<file path="config.mk">
export PLATFORM = sky130hd
export DESIGN_NAME = feistel_block_cipher_64_flat
export DESIGN_NICKNAME = d
export VERILOG_FILES = /design/src/hdl/fbc64_pkg.sv /design/src/hdl/fbc64_if.sv /design/src/hdl/feistel_block_cipher_64.sv /design/src/flat_wrapper.sv
export VERILOG_INCLUDE_DIRS = /design/src /design/src/hdl
export SDC_FILE = /design/constraint.sdc
export NUM_CORES = 2
export LEC_CHECK = 0
export BUFFER_PORTS_ARGS = -buffer_cell sky130_fd_sc_hd__buf_2
export CORE_MARGIN = 5
export CORE_UTILIZATION = 47
export DETAILED_ROUTE_END_ITERATION = 10
export SETUP_SLACK_MARGIN = 0.05
export SLEW_MARGIN = 25
export SYNTH_ARGS = -nofsm -noshare
export SYNTH_HDL_FRONTEND = slang
export SYNTH_SLANG_ARGS = --single-unit
export TNS_END_PERCENT = 1
</file>
<file path="constraint.sdc">
create_clock -name clk_i -period 15.9 [get_ports clk_i]
set_input_delay 3.18 -clock clk_i [delete_from_list [all_inputs] [get_ports clk_i]]
set_output_delay 3.18 -clock clk_i [all_outputs]
set_load 0.005 [all_outputs]
</file>
<file path="src/hdl/feistel_block_cipher_64_macros.svh">
// Assertion helpers shared by the RTL. The enclosing module must provide clk_i and rst_ni.
`ifndef FEISTEL_BLOCK_CIPHER_64_MACROS_SVH
`define FEISTEL_BLOCK_CIPHER_64_MACROS_SVH

// Checked on every clock edge outside reset.
`define FBC64_ASSERT(lbl, prop) \
  lbl: assert property (@(posedge clk_i) disable iff (!rst_ni) prop) \
    else $error("fbc64: assertion failed");

// Checked on every clock edge, reset included.
`define FBC64_ASSERT_ALWAYS(lbl, prop) \
  lbl: assert property (@(posedge clk_i) prop) \
    else $error("fbc64: assertion failed");

`endif

</file>
<file path="src/hdl/fbc64_pkg.sv">
`timescale 1ns / 1ps

package fbc64_pkg;

  localparam int unsigned ROUNDS    = 8;
  localparam int unsigned BLK_W     = 64;
  localparam int unsigned HALF_W    = BLK_W / 2;
  localparam int unsigned KEY_W     = 56;
  localparam int unsigned START_W   = 6;
  localparam int unsigned NIB_W     = 4;
  localparam int unsigned KEY_NIBS  = KEY_W / NIB_W;
  localparam int unsigned MOD_STEPS = ((1 << START_W) - 1) / KEY_NIBS;
  localparam int unsigned ROT_SEL_W = $clog2(KEY_NIBS);
  localparam int unsigned BASE_W    = $clog2(KEY_W + 1);

  localparam int unsigned APB_DW = 64;
  localparam int unsigned APB_AW = 4;
  localparam int unsigned REG_LSB = 3;  // 8-byte register spacing

  localparam logic [APB_AW-REG_LSB-1:0] REG_SECRET_KEY = '0;

  typedef enum logic {
    CMD_ENCRYPT = 1'b0,
    CMD_DECRYPT = 1'b1
  } cmd_e;

  // Distance mod 14 by repeated subtraction; the distance is at most 63.
  function automatic logic [ROT_SEL_W-1:0] rot_sel(input logic [START_W-1:0] span);
    logic [START_W-1:0] d;
    d = span;
    for (int k = 0; k < MOD_STEPS; k++) begin
      if (d >= START_W'(KEY_NIBS)) begin
        d = d - START_W'(KEY_NIBS);
      end
    end
    return ROT_SEL_W'(d);
  endfunction

  // Low 32 bits of the key rotated left by one nibble per step of sel.
  function automatic logic [HALF_W-1:0] round_key(input logic [KEY_W-1:0] key,
                                                  input logic [ROT_SEL_W-1:0] sel);
    logic [2*KEY_W-1:0] dbl;
    logic [BASE_W-1:0]  base;
    dbl  = {key, key};
    base = BASE_W'(KEY_W - 32'(sel) * NIB_W);
    return dbl[base +: HALF_W];
  endfunction

  function automatic logic [BLK_W-1:0] feistel_round(input logic              cmd,
                                                     input logic [BLK_W-1:0]  blk,
                                                     input logic [HALF_W-1:0] rk);
    logic [HALF_W-1:0] l;
    logic [HALF_W-1:0] r;
    l = blk[BLK_W-1:HALF_W];
    r = blk[HALF_W-1:0];
    if (cmd == CMD_DECRYPT) begin
      return {r ^ rk ^ l, l};
    end
    return {r, l ^ rk ^ r};
  endfunction

endpackage

</file>
<file path="src/hdl/fbc64_if.sv">
`timescale 1ns / 1ps

interface fbc64_in_if;
  logic                             valid;
  logic                             ready;
  logic                             command;
  logic [fbc64_pkg::BLK_W-1:0]      data_block;
  logic [fbc64_pkg::START_W-1:0]    start_round;

  modport source (output valid, command, data_block, start_round, input ready);
  modport sink   (input valid, command, data_block, start_round, output ready);
endinterface

interface fbc64_out_if;
  logic                        valid;
  logic                        ready;
  logic [fbc64_pkg::BLK_W-1:0] result_block;

  modport source (output valid, result_block, input ready);
  modport sink   (input valid, result_block, output ready);
endinterface

</file>
<file path="src/hdl/feistel_block_cipher_64.sv">
// 64-bit Feistel block cipher, 56-bit key, 8 rounds. One register stage per round, so a
// block is accepted every cycle while the output is not stalled, with its result taken
// from the last stage; back-pressure holds the pipeline without losing or repeating
// transactions, and empty stages fill while the output waits. Program the key over APB at
// byte address 0x0 (64-bit data, low 56 bits kept, reads back) while no block is in flight.
`timescale 1ns / 1ps
`include "feistel_block_cipher_64_macros.svh"

module feistel_block_cipher_64 (
  input  logic                          clk_i,
  input  logic                          rst_ni,
  input  logic                          psel,
  input  logic                          penable,
  input  logic                          pwrite,
  input  logic [fbc64_pkg::APB_AW-1:0]  paddr,
  input  logic [fbc64_pkg::APB_DW-1:0]  pwdata,
  output logic [fbc64_pkg::APB_DW-1:0]  prdata,
  output logic                          pready,
  fbc64_in_if.sink                      in_i,
  fbc64_out_if.source                   out_o
);

  localparam int unsigned N = fbc64_pkg::ROUNDS;

  // Configuration
  logic                           key_sel;
  logic                           cfg_wr;
  logic [fbc64_pkg::KEY_W-1:0]    key_d;
  logic [fbc64_pkg::KEY_W-1:0]    key_q;

  assign pready  = 1'b1;
  assign key_sel = (paddr[fbc64_pkg::APB_AW-1:fbc64_pkg::REG_LSB] == fbc64_pkg::REG_SECRET_KEY);
  assign cfg_wr  = psel && penable && pwrite && pready && key_sel;
  assign key_d   = pwdata[fbc64_pkg::KEY_W-1:0];
  assign prdata  = key_sel ? fbc64_pkg::APB_DW'(key_q) : '0;

  always_ff @(posedge clk_i or negedge rst_ni) begin
    if (!rst_ni) begin
      key_q <= '0;
    end else if (cfg_wr) begin
      key_q <= key_d;
    end
  end

  // Round pipeline
  logic [N-1:0]                     vld_q;
  logic [N-1:0]                     load;
  logic [N-1:0]                     cmd_q;
  logic [fbc64_pkg::BLK_W-1:0]      blk_q   [N];
  logic [fbc64_pkg::START_W-1:0]    start_q [N];

  logic [N-1:0]                     s_vld;
  logic [N-1:0]                     s_cmd;
  logic [fbc64_pkg::BLK_W-1:0]      s_blk   [N];
  logic [fbc64_pkg::START_W-1:0]    s_start [N];
  logic [fbc64_pkg::BLK_W-1:0]      s_nxt   [N];

  // A stage loads when empty or when its contents move on this cycle.
  always_comb begin
    load[N-1] = !vld_q[N-1] || out_o.ready;
    for (int r = N - 2; r >= 0; r--) begin
      load[r] = !vld_q[r] || load[r+1];
    end
  end

  always_comb begin
    logic [fbc64_pkg::START_W-1:0] span;
    logic [fbc64_pkg::START_W-1:0] idx;
    logic [fbc64_pkg::HALF_W-1:0]  rk;
    for (int r = 0; r < N; r++) begin
      if (r == 0) begin
        s_vld[r]   = in_i.valid;
        s_cmd[r]   = in_i.command;
        s_blk[r]   = in_i.data_block;
        s_start[r] = in_i.start_round;
      end else begin
        s_vld[r]   = vld_q[r-1];
        s_cmd[r]   = cmd_q[r-1];
        s_blk[r]   = blk_q[r-1];
        s_start[r] = start_q[r-1];
      end
      idx  = fbc64_pkg::START_W'(r);
      span = (s_start[r] >= idx) ? s_start[r] - idx : idx - s_start[r];
      rk   = fbc64_pkg::round_key(key_q, fbc64_pkg::rot_sel(span));
      s_nxt[r] = fbc64_pkg::feistel_round(s_cmd[r], s_blk[r], rk);
    end
  end

  always_ff @(posedge clk_i or negedge rst_ni) begin
    if (!rst_ni) begin
      vld_q <= '0;
    end else begin
      for (int r = 0; r < N; r++) begin
        if (load[r]) begin
          vld_q[r] <= s_vld[r];
        end
      end
    end
  end

  always_ff @(posedge clk_i) begin
    for (int r = 0; r < N; r++) begin
      if (load[r] && s_vld[r]) begin
        blk_q[r]   <= s_nxt[r];
        cmd_q[r]   <= s_cmd[r];
        start_q[r] <= s_start[r];
      end
    end
  end

  assign in_i.ready         = load[0];
  assign out_o.valid        = vld_q[N-1];
  assign out_o.result_block = blk_q[N-1];

  // Checks
  `FBC64_ASSERT(a_stage0_hold, vld_q[0] && !load[0] |=> vld_q[0] && $stable(blk_q[0]))
  `FBC64_ASSERT(a_blocked_only_full, !in_i.ready |-> (&vld_q) && !out_o.ready)
  `FBC64_ASSERT(a_key_written, cfg_wr |=> key_q == $past(key_d))
  `FBC64_ASSERT_ALWAYS(a_reset_empty, !rst_ni |=> vld_q == '0)

endmodule
</file>
<file path="src/flat_wrapper.sv">
// flat-port wrapper written by rule: the top's interface ports become plain ports
module feistel_block_cipher_64_flat 
  (clk_i, rst_ni, psel, penable, pwrite, paddr, pwdata, prdata, pready, in_i_valid, in_i_command, in_i_data_block, in_i_start_round, in_i_ready, out_o_valid, out_o_result_block, out_o_ready);
  fbc64_in_if in_i_i ();
  fbc64_out_if out_o_i ();
  input  logic clk_i;
  input  logic rst_ni;
  input  logic psel;
  input  logic penable;
  input  logic pwrite;
  input  logic [fbc64_pkg::APB_AW-1:0] paddr;
  input  logic [fbc64_pkg::APB_DW-1:0] pwdata;
  output logic [fbc64_pkg::APB_DW-1:0] prdata;
  output logic pready;
  input wire logic [$bits(in_i_i.valid)-1:0] in_i_valid;
  input wire logic [$bits(in_i_i.command)-1:0] in_i_command;
  input wire logic [$bits(in_i_i.data_block)-1:0] in_i_data_block;
  input wire logic [$bits(in_i_i.start_round)-1:0] in_i_start_round;
  output wire logic [$bits(in_i_i.ready)-1:0] in_i_ready;
  output wire logic [$bits(out_o_i.valid)-1:0] out_o_valid;
  output wire logic [$bits(out_o_i.result_block)-1:0] out_o_result_block;
  input wire logic [$bits(out_o_i.ready)-1:0] out_o_ready;
  assign in_i_i.valid = in_i_valid;
  assign in_i_i.command = in_i_command;
  assign in_i_i.data_block = in_i_data_block;
  assign in_i_i.start_round = in_i_start_round;
  assign in_i_ready = in_i_i.ready;
  assign out_o_valid = out_o_i.valid;
  assign out_o_result_block = out_o_i.result_block;
  assign out_o_i.ready = out_o_ready;
  feistel_block_cipher_64 u_core (.clk_i(clk_i), .rst_ni(rst_ni), .psel(psel), .penable(penable), .pwrite(pwrite), .paddr(paddr), .pwdata(pwdata), .prdata(prdata), .pready(pready), .in_i(in_i_i), .out_o(out_o_i));
endmodule
</file>
==> run summary <==
Summed over all layers, the global routing overflow is 0. Adding up every negative setup slack in the final design gives 0 ns. The wire length of the first global-routing pass came out at 261,200 um. The classification of the worst-slack hold path is flip-flop to flip-flop.

The width of the chip is 363.3 um. The worst setup path is of the flip-flop to flip-flop kind. After clock tree synthesis, the clock-pin slew on the worst setup and hold paths is 0.06 ns. The via count of the first global-routing pass is 43,290.

The later pin in the worst-skew pair is clocked with a latency of 0.70 ns. Sorting the synthesized cells by area gives the leading types as sky130_fd_sc_hd__edfxtp_1, sky130_fd_sc_hd__mux2i_1, sky130_fd_sc_hd__xnor2_1. The length of the first detailed-routing pass in iterations came out at 6. The clock passes through at most 3 buffers. sky130_fd_sc_hd__mux2i_1 is the most common cell in the netlist. The netlist area before placement is 58,650 um^2.

For this configuration, the core starts out at a cell density of 47.37%. In this run the remaining antenna-violating nets after routing total 0. The number of gates on the worst path with buffers counted is 36.

The post-CTS setup buffer count came out at 0. The sequential cell area is 18,450 um^2. The depth of the worst hold-timing path came out at 1. The synthesis-to-finish area growth came out at 8.278%. The worst path buffer plus inverter count is 6. The critical path startpoint category is a flip-flop. Setup repair after global routing left no endpoint under its margin. The overall global routing resource usage came out at 25.41%. The warning count from the yosys run is 0. The worst clock skew is 0.03847 ns. On the worst path, the slowest cell contributes a delay of 0.75 ns. The cell family with the largest share of critical-path delay is simple AND/OR/NAND/NOR gates. After layout, the worst path uses 70.62% of the clock period. The worst pin sits at a relative slew slack of 31.64%. The share of final-layout standard cells stronger than drive strength 1 is 16.76%.

After synthesis the netlist holds a flip-flop and latch count of 625. Once placement finished, the instance area stood at 60,800 um^2. The arrival time at the worst endpoint is 11.59 ns. The final number of setup-violating endpoints came out at 0. STA classifies the critical path endpoint as a flip-flop.

The area taken by multi-input logic gates came out at 37,590 um^2. The worst register-to-register path has a depth of 36. The number of hold buffers added after cts came out at 0. The share of the synthesized area in the top cell type came out at 28.72%. The worst path needs 11.23 ns of the cycle, external delays included. The post-synthesis async set-or-reset flop share is 10.24%. The number of filler instances in the final layout came out at 11,290. The largest driver fanout on the critical path is 21. The count of endpoints failing hold in the final timing report came out at 0. The post-synthesis cell type count is 116.

The clock tree root buffer cell is sky130_fd_sc_hd__clkbuf_16. The detailed placement HPWL is 128,600 um. The die footprint came out at 132,000 um^2. After detailed routing, the number of remaining DRC violations is 0. The wire length per cell came out at 21.83 um.

The flow ran to the end, and the final reports show no timing, DRC or antenna violations. The number of buffers added on ports is 256. The worst-margin pin slew is 1.025 ns. For this run, the leading register cell type out of synthesis is sky130_fd_sc_hd__edfxtp_1.

At the end of the flow, the number of nets in the layout was 6,408. The pin count of the biggest net entering global routing is 97. At the worst endpoint, the required time is 16.27 ns.

The finished cells cover 63,500 um^2. In this run, CTS created clock tree buffers numbering 78. The via-per-instance ratio came out at 5.849. The commonest cells after synthesis are sky130_fd_sc_hd__mux2i_1, sky130_fd_sc_hd__nand2_1, sky130_fd_sc_hd__edfxtp_1.

After detailed routing, the total wire length is 172,500 um. The total via count after detailed routing came out at 46,200. The number of gates resized after CTS is 0. The number of enable flip-flop cells after synthesis is 561. The final RePlAce weighted congestion came out at 0.9413. The CTS tree is done. Sequential elements use 31.45% of the synthesized area. The core box area is 123,800 um^2. The maximum level of the CTS H-tree came out at 3. The slowest cell on the critical path is sky130_fd_sc_hd__nor4b_1. For this design the top-level I/O count stands at 277.

The initial detailed-routing violation count is 4,016. The average size of a mapped cell is 9.366 um^2. The standard-cell row count is 129. The post-synthesis cell count is 6,262. The number of max-cap violations is 0. Static timing analysis puts the maximum clock frequency at 0.08906 GHz.

The tree built by TritonCTS fans out to 625 sinks. From bottom edge to top edge, the die measures 363.3 um. The largest total area in the synthesized netlist belongs to sky130_fd_sc_hd__edfxtp_1. The number of pins with negative max-slew slack in the final report is 0. The number of antenna violations at the first check in global routing was 11.
## state kept, by name, indices dropped and copies added (netlist names)
| register | flops |
|---|---|
| u_core.start_q | 42 |
| u_core.vld_q | 8 |
| u_core.blk_q | 512 |
| u_core.cmd_q | 7 |
| u_core.key_q | 56 |
## through the flow
step / utilization, % / hold slack [ns] / cells / setup WS, ns
6_report: 51.30 / 0.4767 / 7899 / 4.671
3_5_place_dp: 49.12 / 0.4632 / 7753 / 4.943
4_1_cts: 51.28 / 0.4761 / 7897 / 4.875
3_3_place_gp: 49.12 / 0.4583 / 7753 / 5.096
5_1_grt: 51.29 / 0.5137 / 7897 / 3.941
2_1_floorplan: - / 0.4244 / 6269 / 6.460
## worst reg2reg max path, delay by kind of cell (launching register included)
kind                     cells  cell delay, ns
AO/OA/AOI/OAI               10            2.40
XOR/XNOR                     1            0.26
adder cells (fa/ha/maj)      5            1.81
buffers and inverters        6            1.09
flip-flops                   1            0.46
multiplexers                 3            0.86
AND/OR/NAND/NOR             11            4.04
## kinds of logic (layout without fill, tap and decap cells)
family | Yosys count | count (layout) | share of synthesized area [%]
compound gates | 1202 | 1202 | 13.55
xor+xnor | 974 | 974 | 14.65
fa+ha+maj | 66 | 66 | 1.408
buf+inv | 667 | 658 | 4.964
flops | 625 | 625 | 31.45
mux | 1071 | 1071 | 21.02
other cells | 2 | 11 | 0.01281
simple gates | 1655 | 1655 | 12.95
## worst paths after layout
check                                      endpoint  slack, ns                  from
worst max-delay path            u_core.blk_q[0][67]       4.67  u_core.start_q[0][1]
worst min-delay path                u_core.vld_q[1]       0.48       u_core.vld_q[0]
worst max register to register  u_core.blk_q[0][67]       4.67  u_core.start_q[0][1]
worst min register to register      u_core.vld_q[1]       0.48       u_core.vld_q[0]
max in group asynchronous          u_core.key_q[13]      12.78                rst_ni
min in group asynchronous          u_core.key_q[40]       2.61                rst_ni
## final cells by class
type / instances / share of cell area, %
inverter: 132 / 0.7802
clock buffer: 97 / 3.249
timing repair buffer: 382 / 3.519
multi-input combinational: 4977 / 59.20
clock inverter: 47 / 0.9733
sequential: 625 / 29.05
tap: 1637 / 3.225
antenna: 2 / 0.007881
## metal layers
metal	vias up	share of wire (%)	track usage, %
li1	22300	-	-
met1	21960	44	34.78
met2	1612	45	40.75
met3	327	6.6	3.517
met4	0	4.8	10.49
met5	-	0	0
## cell usage in the layout, fill, tap and decap left out, types with 60 or more instances in the layout
master and instances:
sky130_fd_sc_hd__buf_4 124, sky130_fd_sc_hd__nand3_1 60, sky130_fd_sc_hd__edfxtp_1 561, sky130_fd_sc_hd__xor2_1 455, sky130_fd_sc_hd__nor3_1 98, sky130_fd_sc_hd__a21oi_1 364
sky130_fd_sc_hd__mux2i_1 650, sky130_fd_sc_hd__a211oi_1 96, sky130_fd_sc_hd__nor2_1 504, sky130_fd_sc_hd__clkbuf_16 78, sky130_fd_sc_hd__buf_2 256, sky130_fd_sc_hd__xnor2_1 504
sky130_fd_sc_hd__nor2b_1 153, sky130_fd_sc_hd__inv_1 125, sky130_fd_sc_hd__mux2_2 323, sky130_fd_sc_hd__o21ai_0 269, sky130_fd_sc_hd__mux4_2 96, sky130_fd_sc_hd__dfrtp_1 64
sky130_fd_sc_hd__nand2_1 579
Power is not shown: default switching activity piles up to over one toggle a cycle in this logic, so the estimate is an artifact.
